### src/hw/rtl/vlms_pkg.sv
`timescale 1ns / 1ps
package vlms_pkg;

  localparam int SMP_W  = 16;
  localparam int WGT_W  = 24;
  localparam int ERR_W  = 17;
  localparam int STEP_W = 16;
  localparam int CFG_IDX_W = 8;

  localparam logic [CFG_IDX_W-1:0] REG_STEP_MIN   = 8'd0;
  localparam logic [CFG_IDX_W-1:0] REG_STEP_MAX   = 8'd1;
  localparam logic [CFG_IDX_W-1:0] REG_STEP_DECAY = 8'd2;
  localparam logic [CFG_IDX_W-1:0] REG_ERROR_GAIN = 8'd3;

  localparam logic [STEP_W-1:0] RST_STEP_MIN   = 16'd16;
  localparam logic [STEP_W-1:0] RST_STEP_MAX   = 16'd6554;
  localparam logic [STEP_W-1:0] RST_STEP_DECAY = 16'd64880;
  localparam logic [STEP_W-1:0] RST_ERROR_GAIN = 16'd66;

  typedef struct packed {
    logic load;
    logic mac_rd;
    logic calc_ye;
    logic calc_sq;
    logic calc_mul;
    logic calc_step;
    logic calc_me;
    logic upd_rd;
    logic upd_done;
    logic out_load;
  } vlms_cmd_t;

endpackage

### src/hw/rtl/vlms_ctrl.sv
`timescale 1ns / 1ps
module vlms_ctrl import vlms_pkg::*; #(
  parameter int TAPS = 16
) (
  input  logic                    clk,
  input  logic                    rst_n,
  input  logic                    in_valid,
  output logic                    in_ready,
  output logic                    out_valid,
  input  logic                    out_ready,
  output vlms_cmd_t               cmd,
  output logic [$clog2(TAPS)-1:0] idx
);
  localparam int IW = $clog2(TAPS);

  typedef enum logic [3:0] {
    S_IDLE, S_MAC, S_MDRAIN, S_YE, S_SQ, S_MUL, S_STEP, S_ME, S_UPD, S_UDRAIN, S_OUT
  } state_t;

  state_t        state_r;
  logic [IW-1:0] cnt_r;
  logic          out_valid_r;
  logic          slot_free;

  assign slot_free = !out_valid_r || out_ready;
  assign in_ready  = (state_r == S_IDLE);
  assign out_valid = out_valid_r;
  assign idx       = cnt_r;

  always_comb begin
    cmd           = '0;
    cmd.load      = (state_r == S_IDLE) && in_valid;
    cmd.mac_rd    = (state_r == S_MAC);
    cmd.calc_ye   = (state_r == S_YE);
    cmd.calc_sq   = (state_r == S_SQ);
    cmd.calc_mul  = (state_r == S_MUL);
    cmd.calc_step = (state_r == S_STEP);
    cmd.calc_me   = (state_r == S_ME);
    cmd.upd_rd    = (state_r == S_UPD);
    cmd.upd_done  = (state_r == S_UDRAIN) && (cnt_r == IW'(1));
    cmd.out_load  = (state_r == S_OUT) && slot_free;
  end

  always_ff @(posedge clk) begin
    if (!rst_n) begin
      state_r     <= S_IDLE;
      cnt_r       <= '0;
      out_valid_r <= 1'b0;
    end else begin
      if (out_valid_r && out_ready && !cmd.out_load) begin
        out_valid_r <= 1'b0;
      end
      case (state_r)
        S_IDLE: begin
          cnt_r <= '0;
          if (in_valid) begin
            state_r <= S_MAC;
          end
        end
        S_MAC: begin
          if (cnt_r == IW'(TAPS - 1)) begin
            cnt_r   <= '0;
            state_r <= S_MDRAIN;
          end else begin
            cnt_r <= cnt_r + 1'b1;
          end
        end
        S_MDRAIN: begin
          if (cnt_r == IW'(1)) begin
            cnt_r   <= '0;
            state_r <= S_YE;
          end else begin
            cnt_r <= cnt_r + 1'b1;
          end
        end
        S_YE:   state_r <= S_SQ;
        S_SQ:   state_r <= S_MUL;
        S_MUL:  state_r <= S_STEP;
        S_STEP: state_r <= S_ME;
        S_ME: begin
          cnt_r   <= '0;
          state_r <= S_UPD;
        end
        S_UPD: begin
          if (cnt_r == IW'(TAPS - 1)) begin
            cnt_r   <= '0;
            state_r <= S_UDRAIN;
          end else begin
            cnt_r <= cnt_r + 1'b1;
          end
        end
        S_UDRAIN: begin
          if (cnt_r == IW'(1)) begin
            cnt_r   <= '0;
            state_r <= S_OUT;
          end else begin
            cnt_r <= cnt_r + 1'b1;
          end
        end
        S_OUT: begin
          if (slot_free) begin
            out_valid_r <= 1'b1;
            state_r     <= S_IDLE;
          end
        end
        default: state_r <= S_IDLE;
      endcase
    end
  end
endmodule

### config.mk
export PLATFORM = sky130hd
export DESIGN_NAME = vlms_ctrl
export DESIGN_NICKNAME = d
export VERILOG_FILES = /design/src/hw/rtl/vlms_pkg.sv /design/src/hw/rtl/vlms_ctrl.sv
export SDC_FILE = /design/constraint.sdc
export NUM_CORES = 1
export LEC_CHECK = 0
export ABC_AREA = 1
export BUFFER_PORTS_ARGS = -buffer_cell sky130_fd_sc_hd__buf_2
export CORE_MARGIN = 10
export CORE_UTILIZATION = 30
export CTS_BUF_LIST = sky130_fd_sc_hd__clkbuf_16
export DETAILED_ROUTE_END_ITERATION = 10
export GPL_TIMING_DRIVEN = 0
export PLACE_DENSITY = 0.5
export SETUP_SLACK_MARGIN = 0.02
export SKIP_CTS_REPAIR_TIMING = 1
export SLEW_MARGIN = 40
export SYNTH_ARGS = -nofsm -noshare
export SYNTH_HDL_FRONTEND = slang
export SYNTH_SLANG_ARGS = --single-unit
### constraint.sdc
create_clock -name clk -period 1.3 [get_ports clk]
set_input_delay 0.325 -clock clk [delete_from_list [all_inputs] [get_ports clk]]
set_output_delay 0.325 -clock clk [all_outputs]
set_load 0.01 [all_outputs]
---- Yosys cells after proc, flatten, opt, wreduce, memory -nomap -nowiden ----
Cells that the tools add are included.
storage, ports and cells
  register bits after elaboration ......... 9
  output and inout bits ................... 16
operators by class
  add/subtract/negate cells ............... 1
  eq/ne operators ......................... 18
  multiplexer cells ....................... 13
  reduce and logical (&&, ||, !) cells .... 14
operator list
  kind                                                                     count
  4-bit case mux with 11 select lines                                      1
  4-bit two-way mux                                                        8
  4-bit by 3-bit == test with 1-bit output, second input constant          4
  4-bit == test, second input constant                                     4
  4-bit case mux with 3 select lines                                       1
  4-bit by 1-bit == test with 1-bit output, second input constant          2
  4-bit by 2-bit == test with 1-bit output, second input constant          2
  2-bit by 1-bit inequality test with 1-bit output, second input constant  3
  2-bit inequality test, second input constant                             3
  6-bit AND reduction                                                      1
  2-bit OR reduction                                                       3
  1-bit logical AND                                                        5
  4-bit by 1-bit adder with 4-bit output, second input constant            1
  4-bit zero test                                                          1
  1-bit two-way mux                                                        3
  3-bit nonzero test                                                       1
  1-bit zero test                                                          2
  1-bit logical OR                                                         1

---- Depth between registers and ports, before layout ----
Gate-level depths: netlist of the first run.
  word-level depth ........................ 8
  gate-level depth with buffers ........... 10
  gate-level depth less buffers ........... 9

---- Worst setup path after synthesis of the first run ----
OpenSTA, ideal clock, no wires.
  path type ............................... reg2reg
  start ................................... register cnt_r[0], in the netlist idx[0]
  end ..................................... register cnt_r[0], in the netlist idx[0]
  setup time .............................. 0.119 ns
  data arrival time ....................... 1.241 ns
  required time ........................... 1.181 ns
  path slack .............................. -0.060 ns
  stages on the path, launching flop included .. 9
  path buffers ............................ 0
  clock period less this slack ............ 1.360 ns
  cell sequence ........................... dfxtp_1 > ha_1 > nand2_1 > nor2_2 > nor2_1 > inv_1 > nand2_2 > nor3_1 > nor2_2
between the ends
  longest elaborated chain between the ends .. 3
ends and longest elaborated chain
  element                                                         line             source
  start, declared                                                 vlms_ctrl.sv:21  logic [IW-1:0] cnt_r;
  start signal, assigned                                          vlms_ctrl.sv:65  cnt_r <= cnt_r + 1'b1;
  start signal, assigned                                          vlms_ctrl.sv:73  cnt_r <= cnt_r + 1'b1;
  start signal, assigned                                          vlms_ctrl.sv:89  cnt_r <= cnt_r + 1'b1;
  4-bit by 1-bit adder with 4-bit output (tied with other cells)  n/a
  4-bit two-way mux (on tied branches)                            n/a
  4-bit case mux with 3 select lines (*)                          vlms_ctrl.sv:53  case (state_r)
Every way passes the cells marked *; elsewhere a longest branch is shown, timed or not.
A chain may end at the register's enable or synchronous reset.

==> metrics.txt, run 1 <==
drt first pass iters=4; failing checks=negative setup slack; min cycle time layout=1.529 ns; Synth Instances=119; fin crit share=117.6%; Hold WC Path Type=in -> reg; startpoint types=register; pre-CTS setup slack=-0.1200 ns; initial drt markers=40; hold_ws=0.3592 ns; grt ovf=0; PD cells=2326 nW/um^2; commonest cells after routing, fill and taps aside=18 x nand2_1, 17 x buf_2, 15 x nor2_1; via count=829; most common cell after layout, fill and taps aside=nand2_1; H-tree Lvls=1; CTS tree=yes; clock skew=0.005456 ns; die height=69.14 um; DR WL/cell=11.73 um; final hold vios=0; Yosys cell types=19; first-pass GRT wire length=3.236 mm; share of cells above drive strength 1=50.00%; Total GRT Usage=7.818%; Clock Latency Late Sink=0.23 ns; Final #Nets=155; Routed Antenna Nets=0; Comb power frac=60.8%; Fillers=230; initial core utilization=32.13%; # clock sinks=9; CP cell instances=inv_4 -> nor2_4 -> nand2_2 -> nor2_1 -> buf_2; synthesized flop and latch total=9; routed vias/inst=4.710; Worst path slowest cell=dfxtp_4; Worst Path Max Fanout=5; sw frac=45.77%; post-synthesis cell area=724.4 um^2; die width=69.14 um; drt total wl=2.064 mm; cell internal pwr=1.444 mW; # diodes=0; Core Footprint=2255 um^2; drt drc=0; critical path startpoint=state_r[3]$_SDFFE_PN0P_; # port buffers=19; worst slew pin tran=0.2934 ns; Hold Path Origin=rst_n; Peak VDD IR=0.001328 V; Crit path largest cell delay=0.38 ns; Critical Path RT=0.98 ns; normalized max-slew margin=80.37%; dpl hpwl=1.551 mm; Final WS setup=-0.2292 ns; post-synthesis sequential area ratio=24.87%; Clock power frac=19.8%; unrepaired setup endpoints after global routing=yes; sequential share of power=19.4%; worst setup path category=reg -> out; die area=4780 um^2; area delta synth->final=58.03%; GPL Wtd Cong=0.8084; register area=200.2 um^2; Root Buffer=clkbuf_16; Mapped Avg Cell Area=6.088 um^2; Multi-input gate area=580.6 um^2; Switch Pwr=1.219 mW; Placement Rows=17; Max clock buf depth=2; Final Max Slew Viols=0; antenna violations before repair=0; Yosys warning count=0; r2r startpoint=state_r[2]$_SDFFE_PN0P_; FMAX=0.6540 GHz; vias in the first global route=723; Arrival @ worst endpoint=1.20 ns; clock slew seen by the registers of the worst setup and hold paths=0.04 ns; cts bufs inserted=3; static leakage=0.5397 nW; Syn Nets=125; pin count of the biggest net entering global routing=9; max cap viols=0; status=complete, but fails checks; I/O Pins=20; # setup viols final=15; Crit. End Element=output port
cells by family (layout without fill, tap and decap cells):
family	after synthesis	after routing	synth area share (%)
xor gates and xnor gates	1	1	1.209
DFF	9	9	24.87
and+or+nand+nor	78	78	51.81
buffers and inverters	19	48	10.88
adders and majority gates	2	2	3.454
AOI/OAI and AO/OA	10	10	7.771
synth_stat cells:
master	instances	area share (%)
inv_2	2	1.0
inv_1	16	8.3
ha_1	2	3.5
nor2_2	9	7.8
nand2_4	1	1.6
dfxtp_1	9	25
a21oi_1	7	4.8
nand2_2	5	4.3
nor2_1	20	10
o21a_1	1	1.0
o21ai_0	1	0.69
nand4_1	1	0.86
nand2_1	22	11
buf_6	1	1.6
nor3_1	3	2.1
a21oi_2	1	1.2
xor2_1	1	1.2
nor2_4	2	3.1
nand3_1	15	10
power groups by stage:
stage | clock network (mW) | logic [mW] | registers, mW
floorplan | 0 | 0.868 | 0.450
global placement | 0 | 1.15 | 0.455
detailed placement | 0 | 1.15 | 0.459
CTS | 0.542 | 1.15 | 0.454
global route | 0.564 | 1.80 | 0.531
finish | 0.526 | 1.62 | 0.517
cell type report:
class                           instances  area share, %
Sequential cell                         9          17.49
Tap cell                               28          3.060
Buffer                                  1          1.311
Multi-Input combinational cell         91          50.71
Clock buffer                            3          6.557
Timing Repair Buffer                   25          13.66
Clock inverter                          1         0.4372
Inverter                               18          6.776
critical path: cells and delay by family (launching register included):
family | cells | cell delay (ns)
AND/OR/NAND/NOR | 3 | 0.41
flip-flops | 1 | 0.38
buffers and inverters | 2 | 0.17
worst paths after layout:
check | endpoint | slack (ns) | cells after the start
min reg2reg | idx[3]$_SDFFE_PN0P_ | 0.53 | 2
min | state_r[3]$_SDFFE_PN0P_ | 0.36 | 3
max | cmd[1] | -0.23 | 5
max reg2reg | state_r[1]$_SDFFE_PN0P_ | -0.12 | 8
stage by stage:
step	instance area (um^2)	instances	total power [mW]	TNS, ns	util [%]
after floorplan	726.9	119	1.318	0	-
after global placement	857.1	166	1.606	-0.4753	38.01
after detailed placement	857.1	166	1.605	-0.4872	38.01
after CTS	937.1	170	2.147	-2.868	41.56
after global routing	1145	176	2.891	-2.989	50.78
final	1145	176	2.662	-1.960	50.78
flip-flops by register name, summed over array words and instances (netlist names):
| register | cells |
|---|---|
| idx | 4 |
| state_r | 4 |
| out_valid | 1 |
routing by layer:
layer  up-vias  track usage, %  share of wire (%)
li1        430               -                  -
met1       387           9.618                 47
met2         8           12.50                 49
met3         4           2.282                2.0
met4         0           2.661                1.4
met5         -               0                  0
(Power assumes the default switching activity.)
==> inputs of run 2 (changes only) <==
--- a/config.mk
+++ b/config.mk
@@ -7,12 +7,14 @@
 export LEC_CHECK = 0
 export ABC_AREA = 1
 export BUFFER_PORTS_ARGS = -buffer_cell sky130_fd_sc_hd__buf_2
+export CELL_PAD_IN_SITES_DETAIL_PLACEMENT = 1
+export CELL_PAD_IN_SITES_GLOBAL_PLACEMENT = 1
 export CORE_MARGIN = 10
 export CORE_UTILIZATION = 30
 export CTS_BUF_LIST = sky130_fd_sc_hd__clkbuf_16
 export DETAILED_ROUTE_END_ITERATION = 10
 export GPL_TIMING_DRIVEN = 0
-export PLACE_DENSITY = 0.5
+export PLACE_DENSITY = 0.69
 export SETUP_SLACK_MARGIN = 0.02
 export SKIP_CTS_REPAIR_TIMING = 1
 export SLEW_MARGIN = 40
==> run 2 against run 1 <==
Compared with the run above: the flow still finishes with violations (negative setup slack); final area grew 4.6%; total power up 6.9%; fmax up 1.6%; core utilization rose by 2.3 points; non-clock buffer count grew 6; sequential share of layout area down 1.1 points; first-iteration DRC count grew 35%; sequential power is 2% lower; worst hold slack better by 0.0038 ns; clock-buffer cell count did not move.
==> metrics.txt, run 2 (same netlist as run 1, synthesis figures left out) <==
status=complete, but fails checks; failing checks=negative setup slack; Final Max Slew Viols=0; initial core utilization=32.13%; final hold vios=0; Peak VDD IR=0.001623 V; commonest cells after routing, fill and taps aside=16 x nand2_1, 16 x buf_2, 14 x nor2_1; drt total wl=2.926 mm; via count=895; # port buffers=19; register area=196.4 um^2; Worst Path Max Fanout=7; Final WS setup=-0.2052 ns; overall power=2.846 mW; clock skew=0.005200 ns; family with the most delay on the worst path=simple AND/OR/NAND/NOR gates; setup total negative slack=-2.299 ns; initial drt markers=54; R2R setup slack=-0.21 ns; routed vias/inst=4.918; share of cells above drive strength 1=55.19%; Fillers=304; DR WL met3=96 um; Total GRT Usage=9.208%; cts bufs inserted=3; # setup viols final=15; Arrival @ worst endpoint=1.63 ns; Crit. End Element=register; die area=4780 um^2; Critical Path RT=1.43 ns; Worst path slowest cell=dfxtp_1; drt first pass iters=4; min cycle time layout=1.505 ns; I/O Pins=20; Hold WC Path Type=in -> reg; # diodes=0; fin crit share=115.8%; CP Buf/Inv Count=3; Max clock buf depth=2; max cap viols=0; worst slew pin tran=0.2795 ns; dpl hpwl=1.779 mm; drt drc=0; unrepaired setup endpoints after global routing=yes; Clock Latency Late Sink=0.24 ns; normalized max-slew margin=81.34%; CTS tree=yes; CP cell instances=buf_6 -> nor2_4 -> buf_4 -> nand2_2 -> nor2_1 -> inv_1 -> nand2_2 -> nor2_2 -> nor2_1 -> nor2_1; Top Metal Used=met3; startpoint types=register; Placement Rows=17; CP dominant cell by count=nor2_1; Core Footprint=2255 um^2; static leakage=0.5689 nW; Crit path largest cell delay=0.30 ns; Root Buffer=clkbuf_16; clock slew seen by the registers of the worst setup and hold paths=0.04 ns; WL met2=1.471 mm; die width=69.14 um; # clock sinks=9; FMAX=0.6644 GHz; Final #Nets=161; antenna violations before repair=0; H-tree Lvls=1; pin count of the biggest net entering global routing=9; DR WL/cell=16.08 um; Routed Antenna Nets=0; die height=69.14 um; area delta synth->final=65.29%; PD cells=2377 nW/um^2; grt ovf=0; GPL Wtd Cong=0.7514; vias in the first global route=845; hold_ws=0.3629 ns; Multi-input gate area=598.1 um^2; worst setup path category=reg -> reg; first-pass GRT wire length=3.815 mm; Metal-1 WL=1.358 mm
## run 2: changes by cell type in the layout (fill, tap and decap cells not counted), sizes merged
cell	change
buf	+6
## run 2: layer usage
layer / vias up / GRT usage (%)
met5: - / 0
met3: 0 / 3.566
met1: 439 / 10.70
met2: 11 / 15.42
li1: 445 / -
met4: 0 / 1.996
## run 2: worst reg2reg max path, delay by kind of cell, from the launching register on
kind                   cells  cell delay (ns)
buffers and inverters      3             0.34
DFF                        1             0.30
and+or+nand+nor            7             0.75
## run 2: per-stage QoR
step	cell area, um^2	util, %	setup slack (ns)	cells
6_report	1197	53.11	-0.2052	182
5_1_grt	1197	53.11	-0.3055	182
4_1_cts	937.1	41.56	-0.2870	170
3_5_place_dp	857.1	38.01	-0.1085	166
3_3_place_gp	857.1	38.01	-0.08452	166
2_1_floorplan	726.9	-	0.02719	119
## run 2: layout make-up
cell class / count / area share (%)
multi-input combinational: 91 / 49.95
timing repair buffer: 31 / 17.03
sequential: 9 / 16.41
clock buffer: 3 / 6.270
inverter: 18 / 6.061
tap: 28 / 2.926
buffer: 1 / 0.9404
clock inverter: 1 / 0.4180
## run 2: path summary, 6_finish.rpt
path	startpoint	cells past startpoint	endpoint
max reg2reg	state_r[0]$_SDFFE_PN0P_	10	state_r[0]$_SDFFE_PN0P_
min reg2reg	state_r[3]$_SDFFE_PN0P_	2	state_r[3]$_SDFFE_PN0P_
max	state_r[0]$_SDFFE_PN0P_	10	state_r[0]$_SDFFE_PN0P_
min	rst_n	3	state_r[3]$_SDFFE_PN0P_
## run 2: where the power goes
| part | leakage [nW] | internal, mW | switching, mW |
|---|---|---|---|
| clock network | 0.0409 | 0.407 | 0.152 |
| logic | 0.451 | 0.696 | 1.08 |
| registers | 0.0767 | 0.377 | 0.129 |
